File: src/multi_memory_programming_port_top_assert.svh
// assertion macros for the multi-memory programming port
`ifndef MULTI_MEMORY_PROGRAMMING_PORT_TOP_ASSERT_SVH
`define MULTI_MEMORY_PROGRAMMING_PORT_TOP_ASSERT_SVH
`ifndef SYNTH
// consequent must hold in the same cycle as the antecedent
`define MMPP_ASSERT_SAME(lbl, ant, con) \
  lbl: assert property (@(posedge clk) disable iff (rst) (ant) |-> (con)) \
    else $error("same-cycle check failed");
// consequent must hold in the cycle after the antecedent
`define MMPP_ASSERT_NEXT(lbl, ant, con) \
  lbl: assert property (@(posedge clk) disable iff (rst) (ant) |=> (con)) \
    else $error("next-cycle check failed");
`else
`define MMPP_ASSERT_SAME(lbl, ant, con)
`define MMPP_ASSERT_NEXT(lbl, ant, con)
`endif
`endif

File: src/mmpp_pkg.sv
// shared types and constants for the multi-memory programming port
package mmpp_pkg;

  localparam int WORD_WIDTH = 40;
  localparam int DATA_W     = 40;
  localparam int ADDR_W     = 16;
  localparam int TARGET_W   = 3;
  localparam int MODE_W     = 2;
  localparam int NUM_MEM    = 5;

  // depths are powers of two, so address folding is a bit select; pointers wrap after the last entry
  localparam int AM_DEPTH  = 1024;
  localparam int MM_DEPTH  = 65536;
  localparam int PAT_DEPTH = 64;
  localparam int TAT_DEPTH = 1024;

  localparam int AM_AW  = $clog2(AM_DEPTH);
  localparam int MM_AW  = $clog2(MM_DEPTH);
  localparam int PAT_AW = $clog2(PAT_DEPTH);
  localparam int TAT_AW = $clog2(TAT_DEPTH);

  localparam logic [AM_AW-1:0]  AM_LAST  = AM_AW'(AM_DEPTH - 1);
  localparam logic [MM_AW-1:0]  MM_LAST  = MM_AW'(MM_DEPTH - 1);
  localparam logic [TAT_AW-1:0] TAT_LAST = TAT_AW'(TAT_DEPTH - 1);

  localparam int IN_TDATA_W  = ((ADDR_W + DATA_W + 7) / 8) * 8;
  localparam int IN_TUSER_W  = TARGET_W + MODE_W;
  localparam int OUT_TDATA_W = ((DATA_W + 7) / 8) * 8;
  localparam int OUT_TUSER_W = TARGET_W + 1;

  // target codes
  localparam logic [TARGET_W-1:0] T_AM   = 3'd0;
  localparam logic [TARGET_W-1:0] T_MM   = 3'd1;
  localparam logic [TARGET_W-1:0] T_PAT  = 3'd2;
  localparam logic [TARGET_W-1:0] T_TAT0 = 3'd3;
  localparam logic [TARGET_W-1:0] T_TAT1 = 3'd4;

  // AM modes
  localparam logic [MODE_W-1:0] AM_SET = 2'd0;
  localparam logic [MODE_W-1:0] AM_RW  = 2'd1;
  localparam logic [MODE_W-1:0] AM_INC = 2'd2;
  // MM and TAT modes
  localparam logic [MODE_W-1:0] PT_SET       = 2'd0;
  localparam logic [MODE_W-1:0] PT_WRITE_INC = 2'd1;
  localparam logic [MODE_W-1:0] PT_READ_INC  = 2'd2;
  // PAT modes
  localparam logic [MODE_W-1:0] PAT_READ  = 2'd0;
  localparam logic [MODE_W-1:0] PAT_WRITE = 2'd1;

  // result status
  localparam logic ST_OK  = 1'b0;
  localparam logic ST_ERR = 1'b1;

  typedef logic [WORD_WIDTH-1:0] word_t;

  typedef struct packed {
    logic [NUM_MEM-1:0] en;
    logic [NUM_MEM-1:0] we;
    logic [AM_AW-1:0]   am_addr;
    logic [MM_AW-1:0]   mm_addr;
    logic [PAT_AW-1:0]  pat_addr;
    logic [TAT_AW-1:0]  tat0_addr;
    logic [TAT_AW-1:0]  tat1_addr;
    word_t              wdata;
  } mem_cmd_t;

  typedef struct packed {
    logic                pend;     // read issued, data lands next cycle
    logic [TARGET_W-1:0] src;      // memory of the pending read
    logic                err;      // invalid word accepted this cycle
    logic                is_read;  // offered word is a valid read
  } seq_stat_t;

endpackage

File: src/mmpp_seq.sv
// request decode, address pointers and memory command issue
module mmpp_seq (
  input  logic                               clk,
  input  logic                               rst,
  input  logic                               s_tvalid,
  output logic                               s_tready,
  input  logic [mmpp_pkg::IN_TDATA_W-1:0]    s_tdata,
  input  logic [mmpp_pkg::IN_TUSER_W-1:0]    s_tuser,
  input  logic                               out_free,
  output mmpp_pkg::mem_cmd_t                 cmd,
  output mmpp_pkg::seq_stat_t                stat
);

  logic [mmpp_pkg::TARGET_W-1:0] target;
  logic [mmpp_pkg::MODE_W-1:0]   mode;
  logic [mmpp_pkg::ADDR_W-1:0]   address;
  logic [mmpp_pkg::DATA_W-1:0]   data;

  logic [mmpp_pkg::AM_AW-1:0]  am_ptr;
  logic [mmpp_pkg::MM_AW-1:0]  mm_ptr;
  logic [mmpp_pkg::TAT_AW-1:0] tat0_ptr;
  logic [mmpp_pkg::TAT_AW-1:0] tat1_ptr;

  logic                          pend;
  logic [mmpp_pkg::TARGET_W-1:0] pend_src;

  logic accept;
  logic is_ptr_mem;
  logic valid_req;
  logic is_read;

  assign target  = s_tuser[mmpp_pkg::TARGET_W-1:0];
  assign mode    = s_tuser[mmpp_pkg::IN_TUSER_W-1:mmpp_pkg::TARGET_W];
  assign address = s_tdata[mmpp_pkg::ADDR_W-1:0];
  assign data    = s_tdata[mmpp_pkg::ADDR_W+mmpp_pkg::DATA_W-1:mmpp_pkg::ADDR_W];

  // one word in flight at most; a read needs the result register free
  assign s_tready = !rst && !pend && out_free;
  assign accept   = s_tvalid && s_tready;

  assign is_ptr_mem = (target == mmpp_pkg::T_MM) || (target == mmpp_pkg::T_TAT0) ||
                      (target == mmpp_pkg::T_TAT1);

  always_comb begin
    valid_req = 1'b0;
    is_read   = 1'b0;
    case (target)
      mmpp_pkg::T_AM: begin
        valid_req = mode inside {mmpp_pkg::AM_SET, mmpp_pkg::AM_RW, mmpp_pkg::AM_INC};
        is_read   = (mode == mmpp_pkg::AM_RW);
      end
      mmpp_pkg::T_MM, mmpp_pkg::T_TAT0, mmpp_pkg::T_TAT1: begin
        valid_req = mode inside {mmpp_pkg::PT_SET, mmpp_pkg::PT_WRITE_INC,
                                 mmpp_pkg::PT_READ_INC};
        is_read   = (mode == mmpp_pkg::PT_READ_INC);
      end
      mmpp_pkg::T_PAT: begin
        valid_req = (mode == mmpp_pkg::PAT_READ) || (mode == mmpp_pkg::PAT_WRITE);
        is_read   = (mode == mmpp_pkg::PAT_READ);
      end
      default: begin
        valid_req = 1'b0;
        is_read   = 1'b0;
      end
    endcase
  end

  // memory commands go out in the accept cycle
  always_comb begin
    cmd           = '0;
    cmd.am_addr   = am_ptr;
    cmd.mm_addr   = mm_ptr;
    cmd.pat_addr  = address[mmpp_pkg::PAT_AW-1:0];
    cmd.tat0_addr = tat0_ptr;
    cmd.tat1_addr = tat1_ptr;
    cmd.wdata     = mmpp_pkg::word_t'(data);
    if (accept && valid_req) begin
      case (target)
        mmpp_pkg::T_AM: begin
          cmd.en[mmpp_pkg::T_AM] = (mode == mmpp_pkg::AM_RW);
          cmd.we[mmpp_pkg::T_AM] = (mode == mmpp_pkg::AM_RW);
        end
        mmpp_pkg::T_PAT: begin
          cmd.en[mmpp_pkg::T_PAT] = 1'b1;
          cmd.we[mmpp_pkg::T_PAT] = (mode == mmpp_pkg::PAT_WRITE);
        end
        default: begin
          if (is_ptr_mem) begin
            cmd.en[target] = (mode == mmpp_pkg::PT_WRITE_INC) ||
                             (mode == mmpp_pkg::PT_READ_INC);
            cmd.we[target] = (mode == mmpp_pkg::PT_WRITE_INC);
          end
        end
      endcase
    end
  end

  always_ff @(posedge clk) begin
    if (rst) begin
      am_ptr   <= '0;
      mm_ptr   <= '0;
      tat0_ptr <= '0;
      tat1_ptr <= '0;
      pend     <= 1'b0;
      pend_src <= '0;
    end else begin
      pend <= accept && valid_req && is_read;
      if (accept) begin
        pend_src <= target;
      end
      if (accept && valid_req) begin
        case (target)
          mmpp_pkg::T_AM: begin
            if (mode == mmpp_pkg::AM_SET) begin
              am_ptr <= address[mmpp_pkg::AM_AW-1:0];
            end else if (mode == mmpp_pkg::AM_INC) begin
              am_ptr <= (am_ptr == mmpp_pkg::AM_LAST) ? '0 : am_ptr + 1'b1;
            end
          end
          mmpp_pkg::T_MM: begin
            if (mode == mmpp_pkg::PT_SET) begin
              mm_ptr <= address[mmpp_pkg::MM_AW-1:0];
            end else begin
              mm_ptr <= (mm_ptr == mmpp_pkg::MM_LAST) ? '0 : mm_ptr + 1'b1;
            end
          end
          mmpp_pkg::T_TAT0: begin
            if (mode == mmpp_pkg::PT_SET) begin
              tat0_ptr <= address[mmpp_pkg::TAT_AW-1:0];
            end else begin
              tat0_ptr <= (tat0_ptr == mmpp_pkg::TAT_LAST) ? '0 : tat0_ptr + 1'b1;
            end
          end
          mmpp_pkg::T_TAT1: begin
            if (mode == mmpp_pkg::PT_SET) begin
              tat1_ptr <= address[mmpp_pkg::TAT_AW-1:0];
            end else begin
              tat1_ptr <= (tat1_ptr == mmpp_pkg::TAT_LAST) ? '0 : tat1_ptr + 1'b1;
            end
          end
          default: begin
          end
        endcase
      end
    end
  end

  assign stat.pend    = pend;
  assign stat.src     = pend_src;
  assign stat.err     = accept && !valid_req;
  assign stat.is_read = is_read && valid_req;

endmodule

File: config.mk
export PLATFORM = sky130hd
export DESIGN_NAME = mmpp_seq
export DESIGN_NICKNAME = d
export VERILOG_FILES = /design/src/multi_memory_programming_port_top_assert.svh /design/src/mmpp_pkg.sv /design/src/mmpp_seq.sv
export SDC_FILE = /design/constraint.sdc
export NUM_CORES = 1
export LEC_CHECK = 0
export BUFFER_PORTS_ARGS = -buffer_cell sky130_fd_sc_hd__buf_4
export CAP_MARGIN = 20
export CORE_MARGIN = 3
export CORE_UTILIZATION = 26
export CTS_BUF_LIST = sky130_fd_sc_hd__clkbuf_16
export DETAILED_ROUTE_END_ITERATION = 12
export SKIP_CTS_REPAIR_TIMING = 1
export SLEW_MARGIN = 0
export SYNTH_ARGS = -nofsm -noshare
export SYNTH_HDL_FRONTEND = slang
export SYNTH_SLANG_ARGS = --single-unit
File: constraint.sdc
create_clock -name clk -period 2.6 [get_ports clk]
set_input_delay 0.39 -clock clk [delete_from_list [all_inputs] [get_ports clk]]
set_output_delay 0.39 -clock clk [all_outputs]
set_load 0.02 [all_outputs]
==> impl_metrics.csv <==
group,metric,value,unit
timing,finClkSkew,6.96,ps
grt,grt_max_degree,71,
yosys,syn_area,3520,um^2
clock_tree,worst_skew_pair.late_latency,290,ps
setup_path,path_class,"reg -> out",
cells_and_area,num_antenna_cells,0,
yosys,postSynthCellCount,468,
placed_design,io_buffers,93,
floorplan,io_pins,174,
power,power.share.clock,39.1,%
routing,drc,0,
worst_hold_path,hp-class,"in -> reg",
yosys,ys_seq_area_share,28.5,%
power,swShare,26.0,%
power,p_per_area,387,nW/um^2
power,switching_power,421,uW
grt,track_usage,15.3,%
timing,hold_viol,0,
power,p_leak,0.00160,uW
placed_design,dp_hpwl,8500,um
grt,antenna_found_initial,0,
clock_tree,root_buffer,"clkbuf_16",
yosys,netlist_top_cells_area,"dfxtp_1 (28%), buf_4 (10%), o21ai_0 (5.4%), a21oi_1 (4.8%), nand2_1 (4.3%)",
power,combPwrFrac,12.7,%
setup_path,crit_fanout,13,
cells_and_area,final_cells,675,
yosys,ys_ff_latch,50,
routing,vias,3656,
floorplan,row_count,41,
routing,drt_iter0_drc,381,
grt,grt_pass1_wl,18200,um
setup_path,critPathLaunchType,"flop",
setup_path,critPathCaptureType,"output port",
timing,worst_pin_slew,603,ps
power,internal_power,1200,uW
floorplan,core_area,12900,um^2
yosys,synth_edf_count,0,
timing,slew-limit-headroom,59.5,%
yosys,synth_warnings,0,
floorplan,die_x,122,um
routing,vias_per_cell,5.42,
floorplan,die_y,122,um
timing,max_freq,448,MHz
timing,setup_viol,0,
cells_and_area,area_growth,19.0,%
yosys,async_flop_share,0,%
yosys,synth_ff_type,"dfxtp_1",
yosys,yosys.area.top_type,"dfxtp_1",
setup_path,r2r_slack,460,ps
yosys,synth_cell_types,53,
yosys,synth.top_cell.area_share,28.5,%
clock_tree,clockBufferDepth,2,
clock_tree,clkSinkCount,50,
cells_and_area,drive_gt1_share,23.7,%
timing,rsz0062_at_grt,"no",
placed_design,post-place-ws,363,ps
yosys,avgSynthCellArea,7.51,um^2
grt,grt-ovfl-total,0,
power,p_seq_share,48.2,%
timing,timing.hold.ws,384,ps
status,status,"finished clean",
cells_and_area,final_cell_mix,"buf_4 (101), dfxtp_1 (50), nand2_1 (40)",
setup_path,cp.required,2210,ps
run,maxCapViolCount,0,
setup_path,crit_arrival,1840,ps
placed_design,place_inst,668,
routing,wl_per_cell,17.0,um
floorplan,die_area,15000,um^2
timing,period_share,85.9,%
timing,finalCriticalPeriod,2230,ps
cells_and_area,layout_commonest_cell,"buf_4",
clock_tree,cts_tree,"built",
timing,drv_slew,0,
cells_and_area,fin_nets,576,
power,peakVddDrop,215,uV
clock_tree,ctsHtreeMaxLevel,2,
grt,grt_pass1_vias,3478,
timing,setup_ws,366,ps
routing,drtPass1Iterations,5,
floorplan,initial_core_util,27.2,%
routing,drt_wl_total,11500,um
clock_tree,clk_pin_slew,70,ps
yosys,synth_fp_nets,541,
timing,fin_tns_setup,0,ps
placed_design,gp_congestion,0.804,
clock_tree,cts_buffers,5,
routing,drtAntennaViolNets,0,
## synthesized netlist by cell type (all sizes together), types with 7 or more instances
| cell type | count |
|---|---|
| inv | 12 |
| o211ai | 7 |
| and2 | 8 |
| a21oi | 34 |
| a31oi | 14 |
| nor3 | 10 |
| nand2 | 40 |
| nor2 | 31 |
| a211oi | 9 |
| nand3 | 29 |
| o21ai | 38 |
| nand4 | 10 |
| ha | 8 |
| clkbuf | 18 |
| buf | 56 |
| and3 | 10 |
| dfxtp | 50 |
| o31ai | 14 |
| nor4 | 7 |
| nor3b | 8 |
## worst max-delay path: stages (launching register included)
cell and delay (ps):
dfxtp_1 320, and4bb_2 440, and3_1 450, and2_1 200, buf_4 140
## power by group through the flow
stage	Clock (uW)	Combinational (uW)	Sequential [uW]
floorplan	0	200	803
global placement	0	205	797
detailed placement	0	206	797
CTS	650	207	779
global route	681	223	780
finish	632	206	780
## area by class of cell
type | instances | area (um^2)
well taps | 172 | 215
multi-input cells | 332 | 2010
clock inverters | 2 | 7.51
fillers | 1375 | 8740
inverters | 12 | 45.0
flip-flops and latches | 50 | 1000
clock buffers | 5 | 125
repair buffers | 102 | 778
## path summary, 6_finish.rpt
check                                                 to  depth (start not counted)                startpoint
worst min register to register  pend_src[0]$_SDFFE_PP0P_                          2  pend_src[0]$_SDFFE_PP0P_
worst min-delay path            pend_src[2]$_SDFFE_PP0P_                          3                s_tuser[2]
worst max register to register    mm_ptr[5]$_SDFFE_PP0P_                          6    mm_ptr[0]$_SDFFE_PP0P_
worst max-delay path                             cmd[98]                          4           pend$_SDFF_PP0_
## stage by stage
step	total power (uW)	util, %	instance area (um^2)
floorplan	1000	-	3520
global route	1690	32.4	4180
detailed placement	1000	31.3	4050
finish	1620	32.4	4180
global placement	1000	31.3	4050
CTS	1640	32.4	4180
## state kept, by name (all words and copies together) (netlist names)
name / cells
mm_ptr: 16
am_ptr: 10
tat0_ptr: 10
tat1_ptr: 10
pend_src: 3
pend: 1
## cells by family after synthesis
kind of cell	Yosys count	synth area share (%)
AO/OA/AOI/OAI	147	26.7
adder cells (fa/ha/maj)	8	2.85
buffers and inverters	86	14.6
flip-flops	50	28.5
multiplexers	2	0.569
AND/OR/NAND/NOR	175	26.9
## layer usage
layer	GRT usage, %	part of all wire [%]
met5	0	0
met1	20.4	44
met3	3.64	8.4
met2	24.0	45
met4	5.53	2.4
(Power assumes the default switching activity.)
