`src/multi_memory_programming_port_top_assert.svh`:
```
// assertion macros for the multi-memory programming port
`ifndef MULTI_MEMORY_PROGRAMMING_PORT_TOP_ASSERT_SVH
`define MULTI_MEMORY_PROGRAMMING_PORT_TOP_ASSERT_SVH
`ifndef SYNTH
// consequent must hold in the same cycle as the antecedent
`define MMPP_ASSERT_SAME(lbl, ant, con) \
  lbl: assert property (@(posedge clk) disable iff (rst) (ant) |-> (con)) \
    else $error("same-cycle check failed");
// consequent must hold in the cycle after the antecedent
`define MMPP_ASSERT_NEXT(lbl, ant, con) \
  lbl: assert property (@(posedge clk) disable iff (rst) (ant) |=> (con)) \
    else $error("next-cycle check failed");
`else
`define MMPP_ASSERT_SAME(lbl, ant, con)
`define MMPP_ASSERT_NEXT(lbl, ant, con)
`endif
`endif

```
`src/mmpp_pkg.sv`:
```
// shared types and constants for the multi-memory programming port
package mmpp_pkg;

  localparam int WORD_WIDTH = 40;
  localparam int DATA_W     = 40;
  localparam int ADDR_W     = 16;
  localparam int TARGET_W   = 3;
  localparam int MODE_W     = 2;
  localparam int NUM_MEM    = 5;

  // depths are powers of two, so address folding is a bit select; pointers wrap after the last entry
  localparam int AM_DEPTH  = 1024;
  localparam int MM_DEPTH  = 65536;
  localparam int PAT_DEPTH = 64;
  localparam int TAT_DEPTH = 1024;

  localparam int AM_AW  = $clog2(AM_DEPTH);
  localparam int MM_AW  = $clog2(MM_DEPTH);
  localparam int PAT_AW = $clog2(PAT_DEPTH);
  localparam int TAT_AW = $clog2(TAT_DEPTH);

  localparam logic [AM_AW-1:0]  AM_LAST  = AM_AW'(AM_DEPTH - 1);
  localparam logic [MM_AW-1:0]  MM_LAST  = MM_AW'(MM_DEPTH - 1);
  localparam logic [TAT_AW-1:0] TAT_LAST = TAT_AW'(TAT_DEPTH - 1);

  localparam int IN_TDATA_W  = ((ADDR_W + DATA_W + 7) / 8) * 8;
  localparam int IN_TUSER_W  = TARGET_W + MODE_W;
  localparam int OUT_TDATA_W = ((DATA_W + 7) / 8) * 8;
  localparam int OUT_TUSER_W = TARGET_W + 1;

  // target codes
  localparam logic [TARGET_W-1:0] T_AM   = 3'd0;
  localparam logic [TARGET_W-1:0] T_MM   = 3'd1;
  localparam logic [TARGET_W-1:0] T_PAT  = 3'd2;
  localparam logic [TARGET_W-1:0] T_TAT0 = 3'd3;
  localparam logic [TARGET_W-1:0] T_TAT1 = 3'd4;

  // AM modes
  localparam logic [MODE_W-1:0] AM_SET = 2'd0;
  localparam logic [MODE_W-1:0] AM_RW  = 2'd1;
  localparam logic [MODE_W-1:0] AM_INC = 2'd2;
  // MM and TAT modes
  localparam logic [MODE_W-1:0] PT_SET       = 2'd0;
  localparam logic [MODE_W-1:0] PT_WRITE_INC = 2'd1;
  localparam logic [MODE_W-1:0] PT_READ_INC  = 2'd2;
  // PAT modes
  localparam logic [MODE_W-1:0] PAT_READ  = 2'd0;
  localparam logic [MODE_W-1:0] PAT_WRITE = 2'd1;

  // result status
  localparam logic ST_OK  = 1'b0;
  localparam logic ST_ERR = 1'b1;

  typedef logic [WORD_WIDTH-1:0] word_t;

  typedef struct packed {
    logic [NUM_MEM-1:0] en;
    logic [NUM_MEM-1:0] we;
    logic [AM_AW-1:0]   am_addr;
    logic [MM_AW-1:0]   mm_addr;
    logic [PAT_AW-1:0]  pat_addr;
    logic [TAT_AW-1:0]  tat0_addr;
    logic [TAT_AW-1:0]  tat1_addr;
    word_t              wdata;
  } mem_cmd_t;

  typedef struct packed {
    logic                pend;     // read issued, data lands next cycle
    logic [TARGET_W-1:0] src;      // memory of the pending read
    logic                err;      // invalid word accepted this cycle
    logic                is_read;  // offered word is a valid read
  } seq_stat_t;

endpackage

```
`src/mmpp_out.sv`:
```
// result register: picks the returning read word or an error word
module mmpp_out (
  input  logic                              clk,
  input  logic                              rst,
  input  mmpp_pkg::seq_stat_t               stat,
  input  mmpp_pkg::word_t                   rdata [mmpp_pkg::NUM_MEM],
  output logic                              out_free,
  output logic                              m_tvalid,
  input  logic                              m_tready,
  output logic [mmpp_pkg::OUT_TDATA_W-1:0]  m_tdata,
  output logic [mmpp_pkg::OUT_TUSER_W-1:0]  m_tuser
);

  mmpp_pkg::word_t sel_word;

  assign out_free = !m_tvalid || m_tready;

  always_comb begin
    case (stat.src)
      mmpp_pkg::T_AM:   sel_word = rdata[0];
      mmpp_pkg::T_MM:   sel_word = rdata[1];
      mmpp_pkg::T_PAT:  sel_word = rdata[2];
      mmpp_pkg::T_TAT0: sel_word = rdata[3];
      mmpp_pkg::T_TAT1: sel_word = rdata[4];
      default:          sel_word = '0;
    endcase
  end

  always_ff @(posedge clk) begin
    if (rst) begin
      m_tvalid <= 1'b0;
    end else if (stat.pend || stat.err) begin
      m_tvalid <= 1'b1;
    end else if (m_tready) begin
      m_tvalid <= 1'b0;
    end
  end

  always_ff @(posedge clk) begin
    if (stat.pend) begin
      m_tdata <= mmpp_pkg::OUT_TDATA_W'(sel_word[mmpp_pkg::DATA_W-1:0]);
      m_tuser <= {mmpp_pkg::ST_OK, stat.src};
    end else if (stat.err) begin
      m_tdata <= '0;
      m_tuser <= {mmpp_pkg::ST_ERR, mmpp_pkg::T_AM};
    end
  end

endmodule

```
`config.mk`:
```
export PLATFORM = sky130hd
export DESIGN_NAME = mmpp_out
export DESIGN_NICKNAME = d
export VERILOG_FILES = /design/src/multi_memory_programming_port_top_assert.svh /design/src/mmpp_pkg.sv /design/src/mmpp_out.sv
export SDC_FILE = /design/constraint.sdc
export NUM_CORES = 1
export LEC_CHECK = 0
export ABC_AREA = 1
export BUFFER_PORTS_ARGS = -buffer_cell sky130_fd_sc_hd__buf_2
export CORE_MARGIN = 2
export CORE_UTILIZATION = 37
export DETAILED_ROUTE_END_ITERATION = 7
export GPL_TIMING_DRIVEN = 0
export PLACE_DENSITY = 0.88
export SYNTH_ARGS = -nofsm -noshare
export SYNTH_HDL_FRONTEND = slang
export SYNTH_SLANG_ARGS = --single-unit
```
`constraint.sdc`:
```
create_clock -name clk -period 1.85 [get_ports clk]
set_clock_uncertainty 0.05 [all_clocks]
set_input_delay 0.0925 -clock clk [delete_from_list [all_inputs] [get_ports clk]]
set_output_delay 0.0925 -clock clk [all_outputs]
set_load 0.005 [all_outputs]
```
==> impl_metrics.csv, run 1 <==
group,metric,value,unit
layout,mostFrequentLayoutCell,"sky130_fd_sc_hd__buf_2",
floorplan,design.die.area,9910,um2
synth,yosys_warnings,0,
timing,finalCritPeriodShare,79.8,%
pwr,total_leakage_power,2.55,nW
pwr,irDropWorstVdd,339,uV
floorplan,floorplan.core_area,8810,um2
place,place_inst,832,
timing,rsz0062_at_grt,"no",
global_routing,gr-usage-all-layers,28.8,%
pwr,total_power,2.71,mW
clocking,clock_path_buffers,2,
drt,drt-vias-per-instance,5.48,
layout,layout-area-overhead-vs-synth,45.6,%
layout,finalNetCount,943,
worst_setup_path,cp-start-kind,"input pin",
synth,synth_cell_types,19,
timing,final.min_clock_period,1480,ps
worst_setup_path,critPathArrivalTime,1490,ps
drt,detail_route.iter0.violations,369,
place,pre_cts_ws,31.3,ps
clocking,clkSlewWorstSetupHoldPaths,90,ps
worst_setup_path,worst-endpoint-required,1860,ps
global_routing,vias_in_the_first_global_route,4344,
worst_setup_path,timing_worst_setup_path_type,"in -> reg",
timing,timing.final.hold_violations,0,
worst_setup_path,critical_path.endpoint_type,"register",
timing,slew_viol_final,0,
global_routing,globalRoute.totalOverflow,0,
global_routing,grt_pass1_wl,21900,um
worst_setup_path,worstPathMaxFanout,23,
clocking,cts_tree,"built",
drt,routed_wl,14900,um
drt,routed-via-count,4621,
floorplan,die_height,99.5,um
timing,endpoints_failing_setup,0,
synth,seq_area_frac_synth,39.4,%
clocking,cts_bufs_inserted,5,
timing,tightest_slew,642,ps
pwr,p_per_area,551,nW/um2
timing,fmaxAchievable,677,MHz
worst_setup_path,reg2reg_slack,650,ps
run,cap_viol_max_count,0,
global_routing,grt_max_degree,24,
layout,final_layout_size_suffix_gt1_share,40.5,%
clocking,insertion_delay,300,ps
synth,synthesis.area,3380,um2
floorplan,rows,34,
drt,number_of_drc_violations_after_detailed_routing,0,
floorplan,floorplan.initialDensity,38.3,%
layout,layout_common_cells,"281 x sky130_fd_sc_hd__buf_2, 161 x sky130_fd_sc_hd__nand3_1, 82 x sky130_fd_sc_hd__nor2_1, 49 x sky130_fd_sc_hd__nand4_1, 43 x sky130_fd_sc_hd__edfxtp_1",
place,weighted_congestion_at_the_end_of_routability_driven_global_placement,0.932,
clocking,cts-htree-levels,2,
clocking,ctsRootBufferMaster,"sky130_fd_sc_hd__clkbuf_8",
drt,drt-wirelength-per-cell,17.6,um
synth,synth.net_count,682,
layout,finish.cell_count_without_fillers,844,
timing,setup_total_negative_slack,0,ps
synth,postSynthAreaPerCell,7.14,um2
status,outcome,"finished, final reports clean",
floorplan,io-pin-count,255,
place,place.port_buffers,250,
drt,drtAntennaViolNets,0,
clocking,count_of_clock_tree_sinks,45,
drt,dr.pass1.iters,6,
floorplan,dieWidth,99.5,um
timing,post-route-worst-setup-slack,373,ps
synth,synthCells,473,
timing,slew_headroom,57.2,%
synth,yosys_register_bits,45,
place,post-dp-hpwl,11500,um
worst_hold_path,min-delay-path-class,"in -> reg",
global_routing,antenna_found_initial,1,
-- stage by stage --
step,hold WS (ps),utilization [%],area (um2)
2_1_floorplan,112,-,3380
4_1_cts,6.24,55.8,4910
3_5_place_dp,202,54.4,4790
5_1_grt,35.7,55.8,4910
3_3_place_gp,203,54.1,4760
6_report,12.9,55.8,4920
-- worst paths after layout --
check,from,endpoint,depth (start not counted)
worst min register to register,m_tvalid,m_tvalid,2
worst max-delay path,stat[5],m_tdata[7],5
worst max register to register,m_tuser[3],m_tuser[3],3
worst min-delay path,m_tready,m_tvalid,4
-- logic make-up (layout without fill, tap and decap cells) --
| group | count (synthesis) | after routing | share of synthesized area, % |
|---|---|---|---|
| simple gates | 308 | 308 | 44.1 |
| compound gates | 32 | 32 | 4.78 |
| buf+inv | 88 | 350 | 11.7 |
| flops | 45 | 45 | 39.4 |
| other cells | 0 | 1 | 0 |
-- repair_timing --
action | CTS | global route
gates resized for setup | 0 | 0
endpoints found under the hold margin | 2 | 0
hold buffers | 3 | 0
endpoints found under the setup margin | 0 | 0
setup buffers | 0 | 0
-- per-layer routing --
| metal | vias up | GRT usage [%] | share of wire (%) |
|---|---|---|---|
| li1 | 2206 | - | - |
| met1 | 2033 | 34.8 | 38 |
| met2 | 332 | 50.1 | 48 |
| met3 | 50 | 7.38 | 11 |
| met4 | 0 | 9.27 | 3.0 |
| met5 | - | 0 | 0 |
-- cell type report --
class | instances | area (um2)
timing repair buffer | 254 | 1310
tap | 108 | 135
multi-input combinational | 340 | 1650
fill | 888 | 3890
clock inverter | 3 | 21.3
sequential | 45 | 1330
antenna | 1 | 2.50
clock buffer | 5 | 68.8
inverter | 39 | 149
buffer | 49 | 245
-- synthesized netlist by cell type --
library cell | number | area (um2)
sky130_fd_sc_hd__buf_1 | 3 | 11.3
sky130_fd_sc_hd__a31oi_1 | 1 | 6.26
sky130_fd_sc_hd__inv_4 | 1 | 6.26
sky130_fd_sc_hd__buf_2 | 31 | 155
sky130_fd_sc_hd__buf_4 | 2 | 15.0
sky130_fd_sc_hd__buf_6 | 2 | 22.5
sky130_fd_sc_hd__nand3_1 | 161 | 806
sky130_fd_sc_hd__nor2_2 | 1 | 6.26
sky130_fd_sc_hd__dfxtp_1 | 2 | 40.0
sky130_fd_sc_hd__nor2_1 | 82 | 308
sky130_fd_sc_hd__o21ai_1 | 24 | 120
sky130_fd_sc_hd__clkinv_1 | 1 | 3.75
sky130_fd_sc_hd__nand4_1 | 49 | 307
sky130_fd_sc_hd__nor2_4 | 1 | 11.3
sky130_fd_sc_hd__clkbuf_1 | 11 | 41.3
sky130_fd_sc_hd__nand2_1 | 14 | 52.6
sky130_fd_sc_hd__o21ai_0 | 7 | 35.0
sky130_fd_sc_hd__edfxtp_1 | 43 | 1290
sky130_fd_sc_hd__inv_1 | 37 | 139
-- report_power, final --
part / internal [mW] / leakage [nW] / switching, mW
Sequential: 1.23 / 0.478 / 0.0252
Combinational: 0.355 / 2.03 / 0.454
Clock: 0.269 / 0.0445 / 0.380
Total: 1.85 / 2.55 / 0.859
-- sequential cells by signal, indices dropped and copies added (netlist names) --
| register | flops |
|---|---|
| m_tvalid | 1 |
| m_tdata | 40 |
| m_tuser | 4 |
-- worst max-delay path, stage by stage --
cell	delay [ps]
sky130_fd_sc_hd__buf_2	130
sky130_fd_sc_hd__clkinv_1	110
sky130_fd_sc_hd__clkbuf_1	380
sky130_fd_sc_hd__nand2_2	450
sky130_fd_sc_hd__buf_16	320
No activity file was read; power rests on OpenSTA's default activity.
==> run 2: changes to the inputs <==
CORE_AREA = 2 2 100 102   (was unset)
CORE_MARGIN = unset   (was 2)
CORE_UTILIZATION = unset   (was 37)
DIE_AREA = 0 0 102 104   (was unset)
PLACE_DENSITY = 0.82   (was 0.88)
clock period = 1.4 ns   (was 1.85 ns; I/O delays follow)
==> impl_metrics.csv, run 2 (synthesis results as in run 1) <==
group,metric,value,unit
status,outcome,"finished, final reports clean",
worst_hold_path,hold_path_depth,3,
timing,timing.final.hold_violations,0,
place,post-dp-hpwl,11200,um
timing,slew_headroom,55.1,%
pwr,p_per_area,761,nW/um2
drt,number_of_drc_violations_after_detailed_routing,0,
layout,largest_reg_flops,40,
layout,finalCoreUtilization,52.1,%
drt,dr.pass1.iters,6,
clocking,cts-htree-levels,2,
floorplan,rows,36,
timing,fmaxAchievable,736,MHz
layout,layout_fillers,1013,
drt,routed-via-count,4540,
timing,slew_viol_final,0,
global_routing,antenna_found_initial,1,
worst_setup_path,r2r_end,"m_tvalid",
place,place.port_buffers,250,
drt,detail_route.iter0.violations,294,
layout,reg.largest.list,"m_tdata x40, m_tuser x4, m_tvalid x1",
drt,routed_wl_met3,1510,um
clocking,cts_bufs_inserted,5,
drt,dr.max_layer_used,"met4",
clocking,count_of_clock_tree_sinks,45,
worst_hold_path,min-delay-path-class,"in -> reg",
floorplan,die_height,104,um
worst_hold_path,min-delay-start,"stat[5]",
place,place_inst,856,
clocking,cts_tree,"built",
worst_setup_path,reg2reg_from,"m_tvalid",
worst_hold_path,min_delay_worst_endpoint,"m_tuser[0]",
worst_setup_path,critPathArrivalTime,1500,ps
floorplan,dieWidth,102,um
global_routing,globalRoute.totalOverflow,0,
floorplan,floorplan.initialDensity,35.4,%
timing,rsz0062_at_grt,"no",
worst_setup_path,critical_path.endpoint_type,"register",
worst_setup_path,worstPathMaxFanout,2,
layout,final-seq-area,1330,um2
timing,setup_total_negative_slack,0,ps
layout,layout-area-overhead-vs-synth,47.3,%
layout,finalNetCount,943,
run,cap_viol_max_count,0,
drt,m1_wl,5900,um
drt,total_met2_wirelength_after_detailed_routing,7150,um
layout,registers.top_by_ff_count,"m_tdata",
clocking,clkSlewWorstSetupHoldPaths,90,ps
global_routing,gr-usage-all-layers,26.9,%
clocking,post-cts-setup-buffers,0,
worst_setup_path,cp-start-kind,"input pin",
global_routing,grt_pass1_wl,21900,um
clocking,insertion_delay,290,ps
floorplan,io-pin-count,255,
timing,endpoints_failing_setup,0,
place,weighted_congestion_at_the_end_of_routability_driven_global_placement,0.911,
floorplan,design.die.area,10600,um2
clocking,clock_path_buffers,2,
worst_setup_path,r2r.worst_path.cells,3,
timing,final.min_clock_period,1360,ps
worst_setup_path,timing_worst_setup_path_type,"in -> reg",
drt,routed_wl,14800,um
drt,drtAntennaViolNets,0,
global_routing,vias_in_the_first_global_route,4432,
drt,drt-vias-per-instance,5.22,
layout,mostFrequentLayoutCell,"sky130_fd_sc_hd__buf_2",
layout,final_layout_size_suffix_gt1_share,40.5,%
worst_setup_path,reg2reg_slack,200,ps
timing,finalCritPeriodShare,97.0,%
timing,tightest_slew,673,ps
drt,drt-wirelength-per-cell,17.1,um
clocking,ctsRootBufferMaster,"sky130_fd_sc_hd__clkbuf_8",
worst_setup_path,worst-endpoint-required,1540,ps
layout,layout_common_cells,"281 x sky130_fd_sc_hd__buf_2, 161 x sky130_fd_sc_hd__nand3_1, 82 x sky130_fd_sc_hd__nor2_1, 49 x sky130_fd_sc_hd__nand4_1, 43 x sky130_fd_sc_hd__edfxtp_1",
global_routing,grt_max_degree,44,
pwr,irDropWorstVdd,400,uV
layout,multi_input_area,1670,um2
layout,finish.cell_count_without_fillers,869,
floorplan,floorplan.core_area,9550,um2
pwr,total_leakage_power,2.55,nW
[run 2: changes by cell type in the layout (fill, tap and decap cells not counted), sizes merged]
cell         previous run  this run
inv                    39        38
buf                   289       288
clkinv                  2         1
dlygate4sd3             3         4
clkbuf                 16        17
bufinv                  0         1
[run 2: worst max path at each step]
stage	start	depth (start not counted)	endpoint	slack, ps
after floorplan	stat[5]	3	m_tdata[0]	5
after global placement	stat[5]	4	m_tdata[1]	-610
after detailed placement	stat[5]	4	m_tdata[5]	-630
after CTS	stat[5]	4	m_tdata[39]	30
after global routing	stat[1]	5	m_tvalid	20
final	stat[1]	5	m_tvalid	40
[run 2: repair_timing]
item / in CTS / in global routing
setup endpoints to repair: 43 / 43
hold buffers: 4 / 0
gates resized for setup: 1 / 2
gates cloned: 0 / 0
hold endpoints to repair: 2 / 0
[run 2: layer usage]
layer  global-route usage [%]  up-vias
met4                     8.67        0
met2                     45.3      270
met1                     33.8     2046
li1                         -     2198
met5                        0        -
met3                     6.18       26
[run 2: area by class of cell]
cell class | count | share of cell area (%)
diodes | 1 | 0.0503
flip-flops and latches | 45 | 26.8
multi-input cells | 340 | 33.5
clock inverters | 2 | 0.755
well taps | 133 | 3.35
inverters | 39 | 2.99
repair buffers | 254 | 26.0
clock buffers | 6 | 1.66
plain buffers | 49 | 4.93
[run 2: stage by stage]
| stage | hold WS, ps | instance area [um2] | total power, mW | worst slack (ps) |
|---|---|---|---|---|
| 6_report | 71.9 | 4970 | 3.78 | 42.0 |
| 5_1_grt | 88.8 | 4970 | 3.98 | 22.5 |
| 4_1_cts | 59.1 | 4960 | 3.81 | 30.4 |
| 3_5_place_dp | 179 | 4800 | 2.72 | -629 |
| 3_3_place_gp | 184 | 4800 | 2.70 | -614 |
| 2_1_floorplan | 89.4 | 3380 | 2.14 | 4.76 |
[run 2: critical path, cell delays in order]
cell                            delay (ps)
sky130_fd_sc_hd__dlygate4sd3_1         530
sky130_fd_sc_hd__buf_2                 130
sky130_fd_sc_hd__inv_2                 100
sky130_fd_sc_hd__a31oi_1                90
sky130_fd_sc_hd__dlygate4sd3_1         560
[run 2: report_power, final]
group          leakage, nW  switching [mW]  internal, mW  total [mW]
sequential           0.478          0.0298          1.62        1.65
clock               0.0574           0.492         0.582        1.07
combinational         2.02           0.596         0.466        1.06
total                 2.55            1.12          2.67        3.78
